===== src/hw/rtl/spmq_pkg.sv =====
// Package for the stable min-first priority queue.
// Entry type, command and status codes, and the control bundle for the cell row.
// No dependencies.
`default_nettype none

package spmq_pkg;

  localparam logic CMD_INSERT = 1'b0;
  localparam logic CMD_REMOVE = 1'b1;

  localparam logic [1:0] ST_INSERTED = 2'd0;
  localparam logic [1:0] ST_REMOVED  = 2'd1;
  localparam logic [1:0] ST_EMPTY    = 2'd2;
  localparam logic [1:0] ST_FULL     = 2'd3;

  typedef struct packed {
    logic signed [31:0] value;
    logic signed [15:0] prio;
  } entry_t;

  typedef struct packed {
    logic   ins;
    logic   rem;
    entry_t item;
  } cell_ctrl_t;

endpackage

`default_nettype wire


===== src/hw/rtl/stable_min_priority_queue_top.sv =====
// Stable min-first priority queue: a row of CAPACITY cells kept in sorted order.
// Each cell compares and shifts in the same cycle; results go to an output register.
// Throughput: one beat per cycle; stalls while out_valid is high and out_ready low.
// Reset (rst, synchronous): clears the entry count and output valid; slot contents
// are left as they are and are never read before written.
`default_nettype none

module stable_min_priority_queue_top #(
  parameter int CAPACITY = 16
) (
  input  wire                clk,
  input  wire                rst,
  input  wire                in_valid,
  output logic               in_ready,
  input  wire                cmd,
  input  wire signed [31:0]  value_in,
  input  wire signed [15:0]  priority_in,
  output logic               out_valid,
  input  wire                out_ready,
  output logic [1:0]         status,
  output logic signed [31:0] value_out,
  output logic signed [15:0] priority_out,
  output logic [4:0]         occupancy
);
  import spmq_pkg::*;

  localparam int CNT_W = $clog2(CAPACITY + 1);
  localparam logic [CNT_W-1:0] CAP_CNT = CNT_W'(CAPACITY);

  logic [CNT_W-1:0] count;
  logic [CNT_W-1:0] count_next;
  logic             in_fire;
  logic             full;
  logic             empty;
  cell_ctrl_t       ctrl;
  logic [1:0]       status_next;

  entry_t               cell_entry [CAPACITY];
  logic [CAPACITY-1:0]  cell_keep;
  logic [CAPACITY-1:0]  occupied;

  assign in_ready = !out_valid || out_ready;
  assign in_fire  = in_valid && in_ready;
  assign full     = (count == CAP_CNT);
  assign empty    = (count == '0);

  always_comb begin
    ctrl.ins        = in_fire && (cmd == CMD_INSERT) && !full;
    ctrl.rem        = in_fire && (cmd == CMD_REMOVE) && !empty;
    ctrl.item.value = value_in;
    ctrl.item.prio  = priority_in;
    count_next      = count;
    if (ctrl.ins) begin
      count_next = count + 1'b1;
    end else if (ctrl.rem) begin
      count_next = count - 1'b1;
    end
    if (cmd == CMD_INSERT) begin
      status_next = full ? ST_FULL : ST_INSERTED;
    end else begin
      status_next = empty ? ST_EMPTY : ST_REMOVED;
    end
  end

  for (genvar i = 0; i < CAPACITY; i++) begin : g_cell
    localparam logic [CNT_W-1:0] IDX = CNT_W'(i);
    assign occupied[i] = IDX < count;

    if (i == 0) begin : g_head
      spmq_cell u_cell (
        .clk         (clk),
        .ctrl        (ctrl),
        .occupied    (occupied[i]),
        .left_keep   (1'b1),
        .left_entry  (ctrl.item),
        .right_entry (cell_entry[i+1]),
        .keep        (cell_keep[i]),
        .entry       (cell_entry[i])
      );
    end else if (i == CAPACITY - 1) begin : g_tail
      spmq_cell u_cell (
        .clk         (clk),
        .ctrl        (ctrl),
        .occupied    (occupied[i]),
        .left_keep   (cell_keep[i-1]),
        .left_entry  (cell_entry[i-1]),
        .right_entry ('0),
        .keep        (cell_keep[i]),
        .entry       (cell_entry[i])
      );
    end else begin : g_mid
      spmq_cell u_cell (
        .clk         (clk),
        .ctrl        (ctrl),
        .occupied    (occupied[i]),
        .left_keep   (cell_keep[i-1]),
        .left_entry  (cell_entry[i-1]),
        .right_entry (cell_entry[i+1]),
        .keep        (cell_keep[i]),
        .entry       (cell_entry[i])
      );
    end
  end

  always_ff @(posedge clk) begin
    if (rst) begin
      count     <= '0;
      out_valid <= 1'b0;
    end else begin
      count <= count_next;
      if (in_fire) begin
        out_valid <= 1'b1;
      end else if (out_ready) begin
        out_valid <= 1'b0;
      end
    end
    if (in_fire) begin
      status    <= status_next;
      occupancy <= 5'(count_next);
      if (ctrl.rem) begin
        value_out    <= cell_entry[0].value;
        priority_out <= cell_entry[0].prio;
      end else begin
        value_out    <= '0;
        priority_out <= '0;
      end
    end
  end

  a_count_bound: assert property (@(posedge clk) disable iff (rst)
    count <= CAP_CNT)
    else $error("entry count above capacity");

  a_full_refused: assert property (@(posedge clk) disable iff (rst)
    (in_fire && cmd == CMD_INSERT && full) |=> (count == $past(count)) && status == ST_FULL)
    else $error("insert into full queue changed the count");

  a_empty_remove: assert property (@(posedge clk) disable iff (rst)
    (in_fire && cmd == CMD_REMOVE && empty) |=> status == ST_EMPTY && count == '0)
    else $error("remove from empty queue not reported");

  a_head_sorted: assert property (@(posedge clk) disable iff (rst)
    occupied[1] |-> cell_entry[0].prio <= cell_entry[1].prio)
    else $error("head entry out of order");

endmodule

`default_nettype wire


===== src/hw/rtl/spmq_cell.sv =====
// One slot of the sorted queue row.
// Compares its entry against an inserted beat and shifts right on insert, left on remove.
// Depends on spmq_pkg.
`default_nettype none

module spmq_cell (
  input  wire                       clk,
  input  spmq_pkg::cell_ctrl_t      ctrl,
  input  wire                       occupied,
  input  wire                       left_keep,
  input  spmq_pkg::entry_t          left_entry,
  input  spmq_pkg::entry_t          right_entry,
  output logic                      keep,
  output spmq_pkg::entry_t          entry
);
  import spmq_pkg::*;

  // stays put when it is occupied and holds a priority no greater than the new one
  always_comb begin
    keep = occupied && (entry.prio <= ctrl.item.prio);
  end

  always_ff @(posedge clk) begin
    if (ctrl.ins) begin
      if (!keep) begin
        entry <= left_keep ? ctrl.item : left_entry;
      end
    end else if (ctrl.rem) begin
      entry <= right_entry;
    end
  end

endmodule

`default_nettype wire

===== config.mk =====
export PLATFORM = sky130hd
export DESIGN_NAME = stable_min_priority_queue_top
export DESIGN_NICKNAME = d
export VERILOG_FILES = /design/src/hw/rtl/spmq_pkg.sv /design/src/hw/rtl/stable_min_priority_queue_top.sv /design/src/hw/rtl/spmq_cell.sv
export SDC_FILE = /design/constraint.sdc
export NUM_CORES = 2
export LEC_CHECK = 0
export BUFFER_PORTS_ARGS = -buffer_cell sky130_fd_sc_hd__buf_4
export CAP_MARGIN = 10
export CORE_ASPECT_RATIO = 2
export CORE_MARGIN = 10
export CORE_UTILIZATION = 64
export DETAILED_ROUTE_END_ITERATION = 10
export PLACE_DENSITY = 0.9
export SETUP_SLACK_MARGIN = 0.5
export SLEW_MARGIN = 10
export SYNTH_ARGS = -nofsm -noshare
export SYNTH_HDL_FRONTEND = slang
export SYNTH_HIERARCHICAL = 1
export SYNTH_SLANG_ARGS = --single-unit

===== constraint.sdc =====
create_clock -name clk -period 6.6 [get_ports clk]
set_input_delay 0.33 -clock clk [delete_from_list [all_inputs] [get_ports clk]]
set_output_delay 0.33 -clock clk [all_outputs]
set_load 0.02 [all_outputs]

==> flow_summary.toml <==
[run_status]
status = "finished, final reports clean"

[cells_and_area]
final_layout_size_suffix_gt1_share_pct = 7.09
multi_input_area_sq_um = 21800
nets = 4898
seqCellArea_sq_um = 24800
nFillCells = 5027
syn2layout_area_growth_pct = 7.94
final_core_util_pct = 69.5
antenna_cells = 0

[clocking]
htree_levels = 3
cts-root-buf = "clkbuf_16"
cts_buffers = 71
cts_sinks = 829
cts_setup_buffers = 0
clk_latency_ps = 670
cts_tree = "done"
clkSlewWorstSetupHoldPaths_ps = 70
cts.path.max_buffers = 3

[grt]
grt-ovfl-total = 0
grt_max_degree = 297
track_usage_pct = 25.3
antenna_found_initial = 0
grt_pass1_vias = 35400
grt_pass1_wl_mm = 184

[die]
die_h_um = 410
core_area_sq_um = 75700
die_w_um = 215
start_util_pct = 64.4
dieArea_sq_um = 88200
rows = 143
pin_count = 110

[hold_path]
hp-class = "in -> reg"
hold_path_depth = 4
whs_endpoint = "out_valid"
holdCritStartpoint = "out_ready"

[detailed_routing]
drt_iter0_markers = 3299
dr.pass1.iters = 6
vias = 35100
antenna_left = 0
detail_route.wl_per_cell_um = 20.3
vias_per_cell = 6.20
drcViolationCount = 0
routed_wl_mm = 115

[sta]
maxSlewViolCount = 0
finalCritPeriodShare_pct = 67.5
rsz0062_at_grt = "false"
tns_ps = 0
slew_headroom_pct = 18.2
min_period_ps = 4460
finClkSkew_ps = 31.7
setup_viol = 0
hold_viol = 0
max_freq_ghz = 0.224
worst_pin_slew_ps = 1230

[worst_setup_path]
rrSetupSlack_ps = 2140
reg2reg_depth = 8
r2r_end = "g_cell[14].g_mid.u_cell/entry[26]"
cp.arrival_ps = 4940
r2r_start = "count[0]"
start_kind = "flop"
crit_required_ps = 7090
end_kind = "flop"
crit_type = "reg -> reg"
path_max_fanout = 296

[logic_synthesis]
yosys_warnings = 6
syn_avg_cell_area_sq_um = 10.6
netlist_area_sq_um = 48700
syn_inst = 4599

[placed_design]
gp_congestion = 0.870
hpwl_mm = 77.4
port_buffers = 109

[power]
peakVddDrop_v = 0.000222
p_leak_nw = 19.4
powerDensity_nw_per_um2 = 291

[job]
maxCapViolCount = 0
-- stage by stage --
| stage | std cells | total power [W] | hold slack [ps] | cell area [sq um] | setup slack (ps) |
|---|---|---|---|---|---|
| floorplan | 4646 | 0.00992 | 399 | 48900 | 1620 |
| global placement | 5527 | 0.0108 | 537 | 50300 | 2360 |
| detailed placement | 5527 | 0.0110 | 540 | 50300 | 2300 |
| CTS | 5656 | 0.0153 | 60.6 | 52600 | 2400 |
| global route | 5656 | 0.0160 | 95.2 | 52600 | 1950 |
| finish | 5656 | 0.0153 | 93.5 | 52600 | 2140 |
-- timing repair --
action | CTS | global route
hold endpoints to repair | 4 | 0
hold buffers | 1 | 0
gates resized for setup | 0 | 0
-- cell usage in the layout, fill, tap and decap left out, types with 49 or more instances in the layout --
master and instances:
inv_1 317, a21oi_1 851, nor2_1 823, clkbuf_16 73, conb_1 49, nand2_1 65
mux2i_1 779, ha_1 259, buf_4 144, edfxtp_1 823
-- registers in the layout (all words and copies together), names as in the netlist --
signal / flops
g_cell.g_mid.u_cell/entry: 672
occupancy: 5
count: 5
out_valid: 1
status: 2
g_cell.g_tail.u_cell/entry: 48
priority_out: 16
value_out: 32
g_cell.g_head.u_cell/entry: 48
-- critical path, stage by stage (launching register included) --
cell	delay, ps
dfxtp_1	550
inv_1	150
ha_1	280
nor3b_2	220
a2111oi_4	810
buf_12	720
buf_12	830
nor2_1	150
a21oi_1	220
-- worst max-delay path by stage --
| stage | startpoint | end | slack (ps) | depth (start not counted) |
|---|---|---|---|---|
| floorplan | count[0] | g_cell[0].g_head.u_cell/entry[0] | 1620 | 9 |
| global placement | priority_in[15] | g_cell[2].g_mid.u_cell/entry[29] | 2360 | 11 |
| detailed placement | priority_in[15] | g_cell[2].g_mid.u_cell/entry[29] | 2300 | 11 |
| CTS | count[0] | g_cell[14].g_mid.u_cell/entry[26] | 2400 | 8 |
| global route | count[0] | g_cell[11].g_mid.u_cell/entry[30] | 1950 | 8 |
| finish | count[0] | g_cell[14].g_mid.u_cell/entry[26] | 2140 | 8 |
-- routing by layer --
metal	vias to the layer above	GRT usage, %	share of wire, %
met3	386	3.91	6.7
met1	16600	29.1	37
met4	0	15.3	5.6
met5	-	0	0
met2	1548	43.7	51
li1	16600	-	-
-- power by group --
| group | internal [W] | switching, W |
|---|---|---|
| Sequential | 0.00707 | 0.000550 |
| Combinational | 0.00122 | 0.00220 |
| Clock | 0.00227 | 0.00200 |
| Total | 0.0106 | 0.00474 |
-- layout make-up --
cell class	count	area share (%)
Clock buffer	95	3.65
Clock inverter	33	0.647
Inverter	319	2.28
Multi-Input combinational cell	3214	41.5
Sequential cell	829	47.2
Tap cell	1015	2.41
Timing Repair Buffer	151	2.30
Note: power is estimated with default switching activity, not from simulation.
